File: config.mk
export PLATFORM = sky130hd
export DESIGN_NAME = ascii_coordinate_frame_parser_core
export DESIGN_NICKNAME = d
export VERILOG_FILES = /design/src/hdl/acfp_pkg.sv /design/src/hdl/ascii_coordinate_frame_parser_core.sv /design/src/hdl/acfp_in_reg.sv /design/src/hdl/acfp_parser.sv /design/src/hdl/acfp_out_reg.sv
export VERILOG_INCLUDE_DIRS = /design/src /design/src/hdl
export SDC_FILE = /design/constraint.sdc
export NUM_CORES = 1
export LEC_CHECK = 0
export BUFFER_PORTS_ARGS = -buffer_cell sky130_fd_sc_hd__buf_2
export CORE_MARGIN = 2
export CORE_UTILIZATION = 40
export DETAILED_ROUTE_END_ITERATION = 16
export HOLD_SLACK_MARGIN = 0.02
export PLACE_DENSITY = 0.68
export REMOVE_ABC_BUFFERS = 1
export SKIP_CTS_REPAIR_TIMING = 1
export SLEW_MARGIN = 5
export SYNTH_ARGS = -nofsm -noshare
export SYNTH_HDL_FRONTEND = slang
export SYNTH_SLANG_ARGS = --single-unit
File: constraint.sdc
create_clock -name clk -period 4.5 [get_ports clk]
set_input_delay 0.9 -clock clk [delete_from_list [all_inputs] [get_ports clk]]
set_output_delay 0.9 -clock clk [all_outputs]
set_load 0.02 [all_outputs]
File: src/hdl/ascii_coordinate_frame_parser_core_defines.svh
// Assertion macros for the coordinate frame parser.
`ifndef ASCII_COORDINATE_FRAME_PARSER_CORE_DEFINES_SVH
`define ASCII_COORDINATE_FRAME_PARSER_CORE_DEFINES_SVH

// Same-cycle implication, disabled during reset.
`define ACFP_ASSERT_IMP(lbl, clk_s, rstn_s, ant, con) \
  lbl: assert property (@(posedge clk_s) disable iff (!rstn_s) (ant) |-> (con)) \
    else $error("acfp assertion failed");

// Next-cycle implication, disabled during reset.
`define ACFP_ASSERT_NXT(lbl, clk_s, rstn_s, ant, con) \
  lbl: assert property (@(posedge clk_s) disable iff (!rstn_s) (ant) |=> (con)) \
    else $error("acfp assertion failed");

`endif

File: src/hdl/acfp_pkg.sv
// Package: types, character codes and helpers for the coordinate frame parser.
package acfp_pkg;

  typedef enum logic [1:0] {
    PH_WAIT = 2'd0,
    PH_X    = 2'd1,
    PH_Y    = 2'd2
  } phase_t;

  localparam logic [7:0] CH_AT    = 8'h40;
  localparam logic [7:0] CH_COMMA = 8'h2C;
  localparam logic [7:0] CH_HASH  = 8'h23;
  localparam logic [7:0] CH_ZERO  = 8'h30;
  localparam logic [7:0] CH_NINE  = 8'h39;

  typedef struct packed {
    logic       valid;
    logic [7:0] rx_byte;
  } in_item_t;

  typedef struct packed {
    logic [15:0] coord_x;
    logic [15:0] coord_y;
    logic [31:0] frames_seen;
    logic        frame_done;
  } result_t;

  function automatic logic is_digit(input logic [7:0] b);
    return (b >= CH_ZERO) && (b <= CH_NINE);
  endfunction

  function automatic logic [15:0] acc_digit(input logic [15:0] acc, input logic [7:0] b);
    logic [7:0] d;
    d = b - CH_ZERO;
    return (acc * 16'd10) + {8'd0, d};
  endfunction

endpackage

File: src/hdl/ascii_coordinate_frame_parser_core.sv
// Top level of the ASCII coordinate frame parser.
//
//   channel | direction | payload                                      | handshake
//   in_     | input     | rx_byte[7:0]                                 | in_valid/in_ready
//   out_    | output    | coord_x, coord_y, frames_seen, frame_done    | out_valid/out_ready
//
// One byte per cycle while out_ready is high; out_valid follows input and result registers.
// Throughput is set by the single parse stage between input and result registers.
// Synchronous active-low reset clears the frame state, counter and both valid flags.
// A stalled output holds the parse stage; input stays ready while the stage can drain.
`include "ascii_coordinate_frame_parser_core_defines.svh"
module ascii_coordinate_frame_parser_core (
  input  logic        clk,
  input  logic        rst_n,
  input  logic        in_valid,
  output logic        in_ready,
  input  logic [7:0]  in_rx_byte,
  output logic        out_valid,
  input  logic        out_ready,
  output logic [15:0] out_coord_x,
  output logic [15:0] out_coord_y,
  output logic [31:0] out_frames_seen,
  output logic        out_frame_done
);

  acfp_pkg::in_item_t item;
  acfp_pkg::result_t  res;
  logic               out_free;
  logic               step;

  assign step = item.valid && out_free;

  acfp_in_reg u_in_reg (
    .clk        (clk),
    .rst_n      (rst_n),
    .in_valid   (in_valid),
    .in_rx_byte (in_rx_byte),
    .take       (step),
    .in_ready   (in_ready),
    .item       (item)
  );

  acfp_parser u_parser (
    .clk     (clk),
    .rst_n   (rst_n),
    .step    (step),
    .rx_byte (item.rx_byte),
    .res     (res)
  );

  acfp_out_reg u_out_reg (
    .clk             (clk),
    .rst_n           (rst_n),
    .load            (step),
    .res             (res),
    .out_ready       (out_ready),
    .out_valid       (out_valid),
    .free            (out_free),
    .out_coord_x     (out_coord_x),
    .out_coord_y     (out_coord_y),
    .out_frames_seen (out_frames_seen),
    .out_frame_done  (out_frame_done)
  );

  `ACFP_ASSERT_IMP(a_ready_when_out_empty, clk, rst_n, !out_valid, in_ready)
  `ACFP_ASSERT_NXT(a_step_fills_out, clk, rst_n, step, out_valid)
  `ACFP_ASSERT_NXT(a_stage_holds, clk, rst_n, item.valid && !step, item.valid)
  `ACFP_ASSERT_NXT(a_done_counts, clk, rst_n, step && res.frame_done,
                   out_frame_done && (out_frames_seen == $past(res.frames_seen)))

endmodule

File: src/hdl/acfp_in_reg.sv
// Input register stage holding one received byte.
module acfp_in_reg (
  input  logic               clk,
  input  logic               rst_n,
  input  logic               in_valid,
  input  logic [7:0]         in_rx_byte,
  input  logic               take,
  output logic               in_ready,
  output acfp_pkg::in_item_t item
);

  logic       valid_r, valid_nxt;
  logic [7:0] byte_r;

  assign in_ready  = !valid_r || take;
  assign valid_nxt = (in_valid && in_ready) || (valid_r && !take);

  always_ff @(posedge clk) begin
    if (!rst_n) begin
      valid_r <= 1'b0;
    end else begin
      valid_r <= valid_nxt;
    end
  end

  always_ff @(posedge clk) begin
    if (in_valid && in_ready) begin
      byte_r <= in_rx_byte;
    end
  end

  assign item.valid   = valid_r;
  assign item.rx_byte = byte_r;

endmodule

File: src/hdl/acfp_parser.sv
// Frame state machine with digit accumulators, latched coordinates and frame count.
module acfp_parser (
  input  logic              clk,
  input  logic              rst_n,
  input  logic              step,
  input  logic [7:0]        rx_byte,
  output acfp_pkg::result_t res
);

  acfp_pkg::phase_t phase_r, phase_nxt;
  logic [15:0] acc_x_r, acc_x_nxt;
  logic [15:0] acc_y_r, acc_y_nxt;
  logic [15:0] lat_x_r, lat_x_nxt;
  logic [15:0] lat_y_r, lat_y_nxt;
  logic [31:0] total_r, total_nxt;
  logic        done;

  always_ff @(posedge clk) begin
    if (!rst_n) begin
      phase_r <= acfp_pkg::PH_WAIT;
      acc_x_r <= '0;
      acc_y_r <= '0;
      lat_x_r <= '0;
      lat_y_r <= '0;
      total_r <= '0;
    end else if (step) begin
      phase_r <= phase_nxt;
      acc_x_r <= acc_x_nxt;
      acc_y_r <= acc_y_nxt;
      lat_x_r <= lat_x_nxt;
      lat_y_r <= lat_y_nxt;
      total_r <= total_nxt;
    end
  end

  always_comb begin
    phase_nxt = acfp_pkg::PH_WAIT;
    acc_x_nxt = acc_x_r;
    acc_y_nxt = acc_y_r;
    lat_x_nxt = lat_x_r;
    lat_y_nxt = lat_y_r;
    total_nxt = total_r;
    done      = 1'b0;
    case (phase_r)
      acfp_pkg::PH_X: begin
        if (acfp_pkg::is_digit(rx_byte)) begin
          acc_x_nxt = acfp_pkg::acc_digit(acc_x_r, rx_byte);
          phase_nxt = acfp_pkg::PH_X;
        end else if (rx_byte == acfp_pkg::CH_COMMA) begin
          acc_y_nxt = '0;
          phase_nxt = acfp_pkg::PH_Y;
        end
      end
      acfp_pkg::PH_Y: begin
        if (acfp_pkg::is_digit(rx_byte)) begin
          acc_y_nxt = acfp_pkg::acc_digit(acc_y_r, rx_byte);
          phase_nxt = acfp_pkg::PH_Y;
        end else if (rx_byte == acfp_pkg::CH_HASH) begin
          lat_x_nxt = acc_x_r;
          lat_y_nxt = acc_y_r;
          total_nxt = total_r + 32'd1;
          done      = 1'b1;
        end
      end
      default: begin
        if (rx_byte == acfp_pkg::CH_AT) begin
          acc_x_nxt = '0;
          phase_nxt = acfp_pkg::PH_X;
        end
      end
    endcase
  end

  assign res.coord_x     = lat_x_nxt;
  assign res.coord_y     = lat_y_nxt;
  assign res.frames_seen = total_nxt;
  assign res.frame_done  = done;

endmodule

File: src/hdl/acfp_out_reg.sv
// Result register driving the output channel.
module acfp_out_reg (
  input  logic              clk,
  input  logic              rst_n,
  input  logic              load,
  input  acfp_pkg::result_t res,
  input  logic              out_ready,
  output logic              out_valid,
  output logic              free,
  output logic [15:0]       out_coord_x,
  output logic [15:0]       out_coord_y,
  output logic [31:0]       out_frames_seen,
  output logic              out_frame_done
);

  logic              valid_r, valid_nxt;
  acfp_pkg::result_t res_r;

  assign free      = !valid_r || out_ready;
  assign valid_nxt = load || (valid_r && !out_ready);

  always_ff @(posedge clk) begin
    if (!rst_n) begin
      valid_r <= 1'b0;
    end else begin
      valid_r <= valid_nxt;
    end
  end

  always_ff @(posedge clk) begin
    if (load) begin
      res_r <= res;
    end
  end

  assign out_valid       = valid_r;
  assign out_coord_x     = res_r.coord_x;
  assign out_coord_y     = res_r.coord_y;
  assign out_frames_seen = res_r.frames_seen;
  assign out_frame_done  = res_r.frame_done;

endmodule
# Word-level counts from Yosys, hierarchy flattened
# Index checks and enable logic that the tools add are counted.
[totals]
wordCells = 71
reg_bits = 173
input_bits = 12
out_inout_bits = 67
[classes]
reduce_logical = 18
n_mul = 2
n_eq_ne = 9
order_cmp = 2
muxes = 22
bitwise_logic = 1
n_addsub = 4
[op_table]
columns = ["op", "count"]
rows = [
  ["2-to-1 mux 16 bit", 11],
  ["2-to-1 mux 32 bit", 3],
  ["one-hot mux 16 bit (2 select lines)", 2],
  ["adder 16 x 8 -> 16 bit", 2],
  ["adder 32 x 1 -> 32 bit, second input constant", 1],
  ["multiplier 16 x 3 -> 15 bit, second input constant", 2],
  ["equality test 8 x 6 -> 1 bit, second input constant", 2],
  ["equality test 8 x 7 -> 1 bit, second input constant", 1],
  ["greater-or-equal comparator 8 x 6 -> 1 bit, second input constant", 1],
  ["less-or-equal comparator 8 x 6 -> 1 bit, second input constant", 1],
  ["subtractor 8 x 6 -> 8 bit, second input constant", 1],
  ["2-to-1 mux 2 bit", 3],
  ["inequality test 2 x 1 -> 1 bit, second input constant", 3],
  ["logical AND 1 bit", 5],
  ["AND reduction 5 bit", 1],
  ["logical NOT 1 bit", 4],
  ["logical OR 1 bit", 4],
  ["one-hot mux 2 bit (2 select lines)", 1],
  ["AND reduction 4 bit", 1],
  ["nonzero test 2 bit", 2],
  ["equality test 2 x 1 -> 1 bit, second input constant", 1],
  ["equality test 2 bit, second input constant", 1],
  ["2-to-1 mux 1 bit", 2],
  ["inequality test 2 bit, second input constant", 1],
  ["2 further kinds", 2],
]

# Logic depth before layout (Yosys ltp)
# Gate-level depths: netlist (run 1).
[depth]
ltp_word = 6
ltp_mapped = 13
ltp_nobuf = 13

# Modules after synthesis
# From an unflattened synthesis (run 1), not the netlist that was laid out.
[unflattened]
hier_cells = 977
hier_area_um2 = 9323.9
[by_module_without_submodules]
columns = ["mod", "cells_per_inst", "seq_area_each_um2", "instances", "area_each_um2"]
rows = [
  ["acfp_parser", 893, 1961.9, 1, 7011.7],
  ["acfp_out_reg", 69, 1971.9, 1, 2000.7],
  ["acfp_in_reg", 14, 260.2, 1, 305.3],
  ["ascii_coordinate_frame_parser_core", 1, 0.0, 1, 6.3],
]

# Worst setup path after synthesis (run 1)
# OpenSTA, ideal clock, no wires.
[synth_timing]
path_kind = "in2reg"
from = "in out_ready"
to = "reg u_out_reg.res_r, in the netlist u_out_reg.out_coord_x[0] (enable)"
slack_ns = 0.508
t_required_ns = 4.045
stages = 5
n_path_buf = 2
arrival_ns = 3.537
setup_ns = 0.455
path_cell_list = "nor2b_1 > nand2b_1 > clkinv_1 > clkbuf_1 > clkbuf_1"
[synth_between]
elab_chain_cells = 2
[synth_lines]
columns = ["item", "line_no", "rtl"]
rows = [
  ["start, declared", "ascii_coordinate_frame_parser_core.sv:19", "input logic out_ready,"],
  ["logical OR 1 bit", "acfp_out_reg.sv:19", "assign free = !valid_r || out_ready;"],
  ["logical AND 1 bit", "ascii_coordinate_frame_parser_core.sv:31", "assign step = item.valid && out_free;"],
  ["via step", "ascii_coordinate_frame_parser_core.sv:29", "logic step;"],
  ["end signal, assigned", "acfp_out_reg.sv:32", "res_r <= res;"],
  ["end, declared", "acfp_out_reg.sv:17", "acfp_pkg::result_t res_r;"],
]
# The timed path passes the listed nets, and every way through them passes these cells.
# A chain may end at the register's enable or synchronous reset.

# Worst setup path after layout (run 1)
[layout_timing]
from = "reg u_parser.acc_x_r[1]"
to = "reg u_parser.acc_x_r[13]"
[layout_between]
elab_chain_cells = 4
[layout_lines]
columns = ["item", "line_no", "rtl"]
rows = [
  ["start, declared", "acfp_parser.sv:11", "logic [15:0] acc_x_r, acc_x_nxt;"],
  ["start signal, assigned", "acfp_parser.sv:28", "acc_x_r <= acc_x_nxt;"],
  ["multiplier 16 x 3 -> 15 bit", "acfp_pkg.sv:35", "return (acc * 16'd10) + {8'd0, d};"],
  ["adder 16 x 8 -> 16 bit", "acfp_pkg.sv:35", ""],
  ["2-to-1 mux 16 bit", "acfp_parser.sv:46", "if (acfp_pkg::is_digit(rx_byte)) begin"],
  ["one-hot mux 16 bit (2 select lines)", "acfp_parser.sv:44", "case (phase_r)"],
]
# Every way passes these cells. The select of a mux whose other input is x is not followed.

==> impl_metrics.prom, run 1 <==
# TYPE chip_impl_metric gauge
chip_impl_metric{name="final_cell_area",unit="um^2"} 10700
chip_impl_metric{name="cp_num_buf_inv",unit=""} 0
chip_impl_metric{name="gr-usage-all-layers",unit="%"} 16.5
chip_impl_metric{name="die-width",unit="um"} 157
chip_impl_metric{name="critPathMaxFanout",unit=""} 5
chip_impl_metric{name="drc_errors",unit=""} 0
chip_impl_info{name="worstPathCellList",value="ha_1 > ha_1 > fa_1 > xor2_1 > ha_1 > o21a_1 > nor2_1 > nor4b_1 > nand3_1 > nor3b_1 > xnor2_1 > o21ai_0"} 1
chip_impl_metric{name="clock_sink_count",unit=""} 173
chip_impl_metric{name="htreeDepth",unit=""} 4
chip_impl_metric{name="hold_ws",unit="ns"} 0.462
chip_impl_metric{name="finalClockSkew",unit="ns"} 0.0204
chip_impl_metric{name="post-dp-hpwl",unit="um"} 14000
chip_impl_metric{name="clkLatencyLatePin",unit="ns"} 0.44
chip_impl_info{name="worstReg2RegStart",value="u_parser.acc_x_r[1]"} 1
chip_impl_metric{name="design_power_total",unit="mW"} 3.39
chip_impl_metric{name="timing.critical_path.required",unit="ns"} 4.81
chip_impl_metric{name="placedInstanceArea",unit="um^2"} 10100
chip_impl_info{name="synth_area_leaders",value="sky130_fd_sc_hd__edfxtp_1 23%, sky130_fd_sc_hd__dfxtp_1 21%, sky130_fd_sc_hd__ha_1 8.8%"} 1
chip_impl_metric{name="maxCapViolations",unit=""} 0
chip_impl_metric{name="cts-buffers-inserted",unit=""} 17
chip_impl_metric{name="crit_path_max_incr_delay",unit="ns"} 0.53
chip_impl_metric{name="io_pins",unit=""} 79
chip_impl_metric{name="slew_headroom",unit="%"} 32.9
chip_impl_info{name="synth_top_cells_by_count",value="150 x sky130_fd_sc_hd__nor2_1, 146 x sky130_fd_sc_hd__nand2_1, 100 x sky130_fd_sc_hd__dfxtp_1, 73 x sky130_fd_sc_hd__edfxtp_1, 66 x sky130_fd_sc_hd__ha_1"} 1
chip_impl_metric{name="count_of_final_max_slew_check_failures",unit=""} 0
chip_impl_metric{name="postSynth.asyncResetShare",unit="%"} 0
chip_impl_metric{name="synth_cell_type_count",unit=""} 63
chip_impl_metric{name="detail_route.wl_per_cell",unit="um"} 14.1
chip_impl_metric{name="wire_length_of_the_first_global_routing_pass",unit="um"} 32800
chip_impl_metric{name="drt_iter0_markers",unit=""} 573
chip_impl_metric{name="placedCellCount",unit=""} 1382
chip_impl_metric{name="cell_area_synth",unit="um^2"} 9400
chip_impl_metric{name="synth_enable_flop_cells",unit=""} 73
chip_impl_metric{name="period_minus_slack",unit="ns"} 3.45
chip_impl_metric{name="hold_depth",unit=""} 2
chip_impl_metric{name="postLayoutCoreUtil",unit="%"} 45.8
chip_impl_metric{name="wl",unit="um"} 19900
chip_impl_metric{name="peakVddDrop",unit="mV"} 0.213
chip_impl_info{name="synth_top_flop_cell",value="sky130_fd_sc_hd__dfxtp_1"} 1
chip_impl_info{name="yosysMostFrequentCell",value="sky130_fd_sc_hd__nor2_1"} 1
chip_impl_info{name="holdPathEnd",value="u_parser.acc_x_r[15]"} 1
chip_impl_info{name="yosys.area.top_type",value="sky130_fd_sc_hd__edfxtp_1"} 1
chip_impl_metric{name="reg2reg_slack",unit="ns"} 1.05
chip_impl_metric{name="worstRegToRegCells",unit=""} 12
chip_impl_metric{name="number_of_antenna_violations_at_the_first_check_in_global_routing",unit=""} 0
chip_impl_metric{name="netlist_instances",unit=""} 1025
chip_impl_info{name="hp-start",value="u_parser.acc_x_r[15]"} 1
chip_impl_metric{name="finalHoldViolations",unit=""} 0
chip_impl_metric{name="fmaxAchievable",unit="GHz"} 0.290
chip_impl_metric{name="fp-row-count",unit=""} 56
chip_impl_info{name="critPathTopFamily",value="adder cells"} 1
chip_impl_metric{name="vias_per_cell",unit=""} 5.11
chip_impl_metric{name="power_density",unit="nW/um^2"} 318
chip_impl_metric{name="postSynthRegisterBits",unit=""} 173
chip_impl_metric{name="yosysWarningCount",unit=""} 0
chip_impl_info{name="crit_top_cell",value="sky130_fd_sc_hd__ha_1"} 1
chip_impl_info{name="outcome",value="finished clean"} 1
chip_impl_metric{name="finalWeightedCongestion",unit=""} 0.845
chip_impl_metric{name="firstDrtPassIters",unit=""} 9
chip_impl_info{name="rsz0062_at_grt",value="no"} 1
chip_impl_metric{name="setup_viol",unit=""} 0
chip_impl_metric{name="synth.yosys.seq_area_share",unit="%"} 44.6
chip_impl_metric{name="cp_data_arrival_time",unit="ns"} 3.76
chip_impl_metric{name="netlist.area_leader.share",unit="%"} 23.3
chip_impl_metric{name="num-nets-final",unit=""} 1164
chip_impl_metric{name="fin_setup_tns",unit="ns"} 0
chip_impl_metric{name="post_route_cells_drive_above_1_share",unit="%"} 12.1
chip_impl_metric{name="final_cell_count_no_fill",unit=""} 1414
chip_impl_metric{name="via_count_of_the_first_global_routing_pass",unit=""} 6621
chip_impl_info{name="cts_tree",value="done"} 1
chip_impl_metric{name="avgSynthCellArea",unit="um^2"} 9.17
chip_impl_metric{name="power_leakage",unit="nW"} 4.48
chip_impl_metric{name="grt_max_degree",unit=""} 97
chip_impl_info{name="setup.worst_path.end_class",value="register"} 1
chip_impl_metric{name="timing.final.ws_setup",unit="ns"} 1.05
chip_impl_metric{name="worst_setup_hold_path_clk_slew",unit="ns"} 0.07
chip_impl_metric{name="final_min_period_over_clock_period",unit="%"} 76.7
chip_impl_info{name="hold_path_class",value="reg -> reg"} 1
chip_impl_metric{name="fp.dieArea",unit="um^2"} 24700
chip_impl_metric{name="pre_cts_slack",unit="ns"} 1.07
chip_impl_metric{name="timing_worst_slew_pin_value",unit="ns"} 1.01
chip_impl_info{name="crit_reg_reg_endpoint",value="u_parser.acc_x_r[13]"} 1
chip_impl_metric{name="fp.coreArea",unit="um^2"} 23300
chip_impl_metric{name="num_vias",unit=""} 7231
chip_impl_info{name="setup.worst_path.start_class",value="register"} 1
chip_impl_info{name="clock-root-buffer",value="sky130_fd_sc_hd__clkbuf_16"} 1
chip_impl_metric{name="synthToLayoutAreaGrowth",unit="%"} 13.4
chip_impl_metric{name="die-height",unit="um"} 157
chip_impl_metric{name="grt-ovfl-total",unit=""} 0
chip_impl_metric{name="initial_utilization",unit="%"} 40.4
chip_impl_metric{name="port-buffer-count",unit=""} 78
chip_impl_info{name="worstSetupStartpoint",value="u_parser.acc_x_r[1]"} 1
chip_impl_metric{name="cts_max_path_buffers",unit=""} 2
chip_impl_metric{name="antenna_left",unit=""} 0
chip_impl_info{name="crit_type",value="reg -> reg"} 1
chip_impl_metric{name="count_of_antenna_diodes_in_the_layout",unit=""} 0
chip_impl_info{name="cpMaxStageDelayCell",value="sky130_fd_sc_hd__nor4b_1"} 1
==> worst register-to-register path: cells and delay by family, from the launching register on <==
family,cells,cell delay (ns)
AND/OR/NAND/NOR,4,1.07
AO/OA/AOI/OAI,2,0.21
flip-flops,1,0.44
XOR/XNOR,2,0.31
adder cells (fa/ha/maj),4,1.30
==> state kept, by name, summed over array words and instances (netlist names) <==
signal	cells
u_out_reg.out_coord_x	16
u_parser.lat_x_r	16
u_out_reg.out_frames_seen	32
u_out_reg.out_coord_y	16
u_parser.total_r	32
u_parser.lat_y_r	16
u_in_reg.byte_r	8
u_out_reg.out_valid	1
u_parser.phase_r	2
u_parser.acc_y_r	16
u_in_reg.valid_r	1
u_out_reg.out_frame_done	1
u_parser.acc_x_r	16
==> layer usage <==
| layer | share of wire (%) | routed length [um] | vias up | GRT usage [%] |
|---|---|---|---|---|
| li1 | - | - | 3732 | - |
| met1 | 49 | 9800 | 3338 | 22.3 |
| met3 | 3.4 | 684 | 20 | 3.14 |
| met2 | 46 | 9130 | 141 | 26.7 |
| met4 | 1.6 | 310 | 0 | 4.89 |
| met5 | 0 | 0 | - | 0 |
==> final cells by class <==
class / instances / area, um^2
fillers: 2254 / 12600
repair buffers: 85 / 455
inverters: 16 / 62.6
well taps: 319 / 399
clock inverters: 13 / 133
clock buffers: 19 / 443
multi-input cells: 789 / 4980
flip-flops and latches: 173 / 4190
==> logic make-up after synthesis <==
group / share of synthesized area [%]
and+or+nand+nor: 23.3
DFF: 44.6
AOI/OAI and AO/OA: 10.3
xor gates and xnor gates: 8.85
adders and majority gates: 9.63
buffers and inverters: 2.62
muxes: 0.665
==> cells in the final DEF (no fill, tap or decap), types with 5 or more instances in the layout <==
cell                        Yosys  final
sky130_fd_sc_hd__edfxtp_1      73     73
sky130_fd_sc_hd__ha_1          66     66
sky130_fd_sc_hd__inv_1         14     13
sky130_fd_sc_hd__nor2_1       150    150
sky130_fd_sc_hd__a22oi_1       17     17
sky130_fd_sc_hd__clkbuf_16      0     17
sky130_fd_sc_hd__and4_1         5      5
sky130_fd_sc_hd__o21a_1         7      7
sky130_fd_sc_hd__dfxtp_1      100    100
sky130_fd_sc_hd__nor2b_1        6      6
sky130_fd_sc_hd__buf_4          0      6
sky130_fd_sc_hd__o211ai_1       8      8
sky130_fd_sc_hd__nand4_1       14     14
sky130_fd_sc_hd__a21o_1        11     11
sky130_fd_sc_hd__buf_2          8     78
sky130_fd_sc_hd__nor4_1         6      6
sky130_fd_sc_hd__and3_1         9      9
sky130_fd_sc_hd__a21oi_1       33     33
sky130_fd_sc_hd__o21ai_0       37     37
sky130_fd_sc_hd__xnor2_1       47     47
sky130_fd_sc_hd__or3_1          9      9
sky130_fd_sc_hd__a211oi_1      12     12
sky130_fd_sc_hd__xor2_1        48     48
sky130_fd_sc_hd__nor3_1        51     51
sky130_fd_sc_hd__nand2b_1       6      5
sky130_fd_sc_hd__nand3_1       37     37
sky130_fd_sc_hd__nand2_1      146    146
==> worst max-delay path by stage <==
| stage | to | slack [ns] | cells after the start |
|---|---|---|---|
| finish | u_parser.acc_x_r[13] | 1.05 | 12 |
| global placement | u_parser.acc_x_r[13] | 1.14 | 12 |
| floorplan | u_parser.acc_x_r[0] | -1.43 | 6 |
| global route | u_out_reg.out_frames_seen[29] | 0.79 | 9 |
| detailed placement | u_parser.acc_x_r[13] | 1.07 | 12 |
| CTS | u_parser.acc_x_r[13] | 1.03 | 12 |
==> power by group <==
| group | switching (mW) | total (mW) | internal [mW] | leakage [nW] |
|---|---|---|---|---|
| combinational | 0.156 | 0.229 | 0.0726 | 2.72 |
| sequential | 0.0263 | 1.72 | 1.69 | 1.49 |
| clock | 0.648 | 1.44 | 0.789 | 0.274 |
| total | 0.830 | 3.39 | 2.56 | 4.48 |
No activity file was read; power rests on OpenSTA's default activity.
==> run 2: changes to the inputs <==
Clock period 4.5 ns to 3.4 ns, I/O delays scaled along.
==> impl_metrics.prom, run 2 (synthesized netlist as in run 1, its figures left out) <==
# TYPE chip_impl_metric gauge
chip_impl_metric{name="fmaxAchievable",unit="GHz"} 0.314
chip_impl_info{name="crit_type",value="reg -> reg"} 1
chip_impl_metric{name="timing.final.ws_setup",unit="ns"} 0.213
chip_impl_metric{name="firstDrtPassIters",unit=""} 5
chip_impl_metric{name="critPathMaxFanout",unit=""} 5
chip_impl_metric{name="io_pins",unit=""} 79
chip_impl_metric{name="die-width",unit="um"} 157
chip_impl_metric{name="wire_length_of_the_first_global_routing_pass",unit="um"} 33100
chip_impl_metric{name="num_vias",unit=""} 7359
chip_impl_metric{name="final_cell_count_no_fill",unit=""} 1423
chip_impl_metric{name="post_route_cells_drive_above_1_share",unit="%"} 13.2
chip_impl_metric{name="grt_max_degree",unit=""} 65
chip_impl_metric{name="finalHoldViolations",unit=""} 0
chip_impl_metric{name="final_min_period_over_clock_period",unit="%"} 93.7
chip_impl_metric{name="count_of_final_max_slew_check_failures",unit=""} 0
chip_impl_metric{name="wl",unit="um"} 20300
chip_impl_metric{name="cts-buffers-inserted",unit=""} 17
chip_impl_info{name="most-common-layout-cells",value="150 x sky130_fd_sc_hd__nor2_1, 146 x sky130_fd_sc_hd__nand2_1, 98 x sky130_fd_sc_hd__dfxtp_1"} 1
chip_impl_metric{name="timing_worst_slew_pin_value",unit="ns"} 0.691
chip_impl_metric{name="drc_errors",unit=""} 0
chip_impl_metric{name="reg2reg_slack",unit="ns"} 0.21
chip_impl_info{name="cts_tree",value="done"} 1
chip_impl_metric{name="htreeDepth",unit=""} 4
chip_impl_info{name="worstReg2RegStart",value="u_parser.acc_y_r[1]"} 1
chip_impl_metric{name="antenna_left",unit=""} 0
chip_impl_metric{name="port-buffer-count",unit=""} 78
chip_impl_metric{name="power_leakage",unit="nW"} 4.54
chip_impl_info{name="hp-start",value="in_rx_byte[4]"} 1
chip_impl_metric{name="fp.dieArea",unit="um^2"} 24700
chip_impl_metric{name="vias_per_cell",unit=""} 5.17
chip_impl_metric{name="slew_headroom",unit="%"} 53.9
chip_impl_info{name="clock-root-buffer",value="sky130_fd_sc_hd__clkbuf_16"} 1
chip_impl_metric{name="placedCellCount",unit=""} 1390
chip_impl_metric{name="internal-power",unit="mW"} 3.40
chip_impl_metric{name="clockPowerShare",unit="%"} 42.9
chip_impl_metric{name="hold_ws",unit="ns"} 0.425
chip_impl_info{name="setup.worst_path.end_class",value="register"} 1
chip_impl_metric{name="cts_max_path_buffers",unit=""} 2
chip_impl_metric{name="fin_setup_tns",unit="ns"} 0
chip_impl_metric{name="num-nets-final",unit=""} 1172
chip_impl_metric{name="synthToLayoutAreaGrowth",unit="%"} 14.5
chip_impl_metric{name="pwr-share-comb",unit="%"} 6.8
chip_impl_info{name="rsz0062_at_grt",value="no"} 1
chip_impl_metric{name="detail_route.wl_per_cell",unit="um"} 14.3
chip_impl_metric{name="cp_data_arrival_time",unit="ns"} 3.55
chip_impl_metric{name="fp.coreArea",unit="um^2"} 23300
chip_impl_metric{name="clock_sink_count",unit=""} 173
chip_impl_metric{name="power_density",unit="nW/um^2"} 420
chip_impl_metric{name="pre_cts_slack",unit="ns"} 0.0792
chip_impl_metric{name="number_of_antenna_violations_at_the_first_check_in_global_routing",unit=""} 1
chip_impl_metric{name="power.share.sequential",unit="%"} 50.3
chip_impl_metric{name="fp-row-count",unit=""} 56
chip_impl_metric{name="peakVddDrop",unit="mV"} 0.290
chip_impl_metric{name="clkLatencyLatePin",unit="ns"} 0.43
chip_impl_metric{name="finalClockSkew",unit="ns"} 0.0145
chip_impl_info{name="hold_path_class",value="in -> reg"} 1
chip_impl_info{name="layout_commonest_cell",value="sky130_fd_sc_hd__nor2_1"} 1
chip_impl_metric{name="design_power_total",unit="mW"} 4.52
chip_impl_metric{name="drt_iter0_markers",unit=""} 489
chip_impl_metric{name="worstRegToRegCells",unit=""} 11
chip_impl_metric{name="gr-usage-all-layers",unit="%"} 16.6
chip_impl_metric{name="maxCapViolations",unit=""} 0
chip_impl_info{name="crit_reg_reg_endpoint",value="u_parser.acc_y_r[15]"} 1
chip_impl_metric{name="die-height",unit="um"} 157
chip_impl_metric{name="finalWeightedCongestion",unit=""} 0.878
chip_impl_metric{name="post-dp-hpwl",unit="um"} 14400
chip_impl_metric{name="p_switching",unit="mW"} 1.12
chip_impl_metric{name="setup_viol",unit=""} 0
chip_impl_info{name="setup.worst_path.start_class",value="register"} 1
chip_impl_metric{name="timing.critical_path.required",unit="ns"} 3.77
chip_impl_metric{name="worst_setup_hold_path_clk_slew",unit="ns"} 0.07
chip_impl_metric{name="grt-ovfl-total",unit=""} 0
chip_impl_metric{name="period_minus_slack",unit="ns"} 3.19
chip_impl_metric{name="initial_utilization",unit="%"} 40.4
chip_impl_metric{name="via_count_of_the_first_global_routing_pass",unit=""} 6788
chip_impl_metric{name="hold_depth",unit=""} 1
chip_impl_info{name="outcome",value="finished clean"} 1
chip_impl_info{name="holdPathEnd",value="u_in_reg.byte_r[4]"} 1
chip_impl_metric{name="power.share.switching",unit="%"} 24.8
run 2: cell count changes in the layout (fill, tap and decap cells not counted), sizes merged:
| cell | previous run | this run |
|---|---|---|
| buf | 85 | 93 |
| clkinvlp | 3 | 2 |
| inv | 19 | 21 |
| diode | 0 | 1 |
| clkbuf | 19 | 18 |
run 2: area by class of cell:
class	instances	area, um^2
tap	319	399
inverter	16	62.6
timing repair buffer	93	515
antenna	1	2.50
sequential	173	4200
clock inverter	14	155
clock buffer	18	439
fill	2207	12500
multi-input combinational	789	4990
run 2: power groups by stage:
stage / Sequential [mW] / Clock (mW) / Combinational, mW
floorplan: 2.37 / 0 / 0.156
global placement: 2.32 / 0 / 0.303
detailed placement: 2.32 / 0 / 0.309
CTS: 2.27 / 1.98 / 0.310
global route: 2.28 / 2.06 / 0.342
finish: 2.27 / 1.94 / 0.309
run 2: how the worst max path moves through the flow:
| stage | start | endpoint | slack [ns] | depth (start not counted) |
|---|---|---|---|---|
| 4_1_cts | u_parser.acc_x_r[1] | u_parser.acc_x_r[14] | 0.06 | 12 |
| 3_5_place_dp | u_parser.acc_x_r[1] | u_parser.acc_x_r[14] | 0.08 | 12 |
| 2_1_floorplan | out_ready | u_parser.acc_x_r[0] | -2.31 | 6 |
| 6_report | u_parser.acc_y_r[1] | u_parser.acc_y_r[15] | 0.21 | 11 |
| 5_1_grt | u_parser.acc_x_r[3] | u_parser.acc_x_r[13] | 0.01 | 13 |
| 3_3_place_gp | u_parser.acc_x_r[1] | u_parser.acc_x_r[14] | 0.13 | 12 |
run 2: layer usage:
layer | GRT usage [%] | wire length, um | up-vias
met5 | 0 | 0 | -
met4 | 4.37 | 316 | 0
met3 | 3.08 | 619 | 22
met2 | 27.0 | 9400 | 128
met1 | 22.6 | 9970 | 3462
li1 | - | - | 3747
run 2: critical path, stage by stage (launching register included):
cell	delay (ns)
sky130_fd_sc_hd__dfxtp_2	0.35
sky130_fd_sc_hd__ha_1	0.30
sky130_fd_sc_hd__ha_1	0.24
sky130_fd_sc_hd__fa_1	0.43
sky130_fd_sc_hd__xor2_1	0.18
sky130_fd_sc_hd__ha_1	0.22
sky130_fd_sc_hd__or3_1	0.41
sky130_fd_sc_hd__o21a_1	0.22
sky130_fd_sc_hd__and4_1	0.24
sky130_fd_sc_hd__nand3_1	0.14
sky130_fd_sc_hd__mux2_2	0.36
sky130_fd_sc_hd__nand3_2	0.06
run 2: per-stage QoR:
step | cell area (um^2) | util (%)
floorplan | 9220 | -
global placement | 10100 | 43.6
detailed placement | 10100 | 43.6
CTS | 10700 | 46.2
global route | 10800 | 46.3
finish | 10800 | 46.3
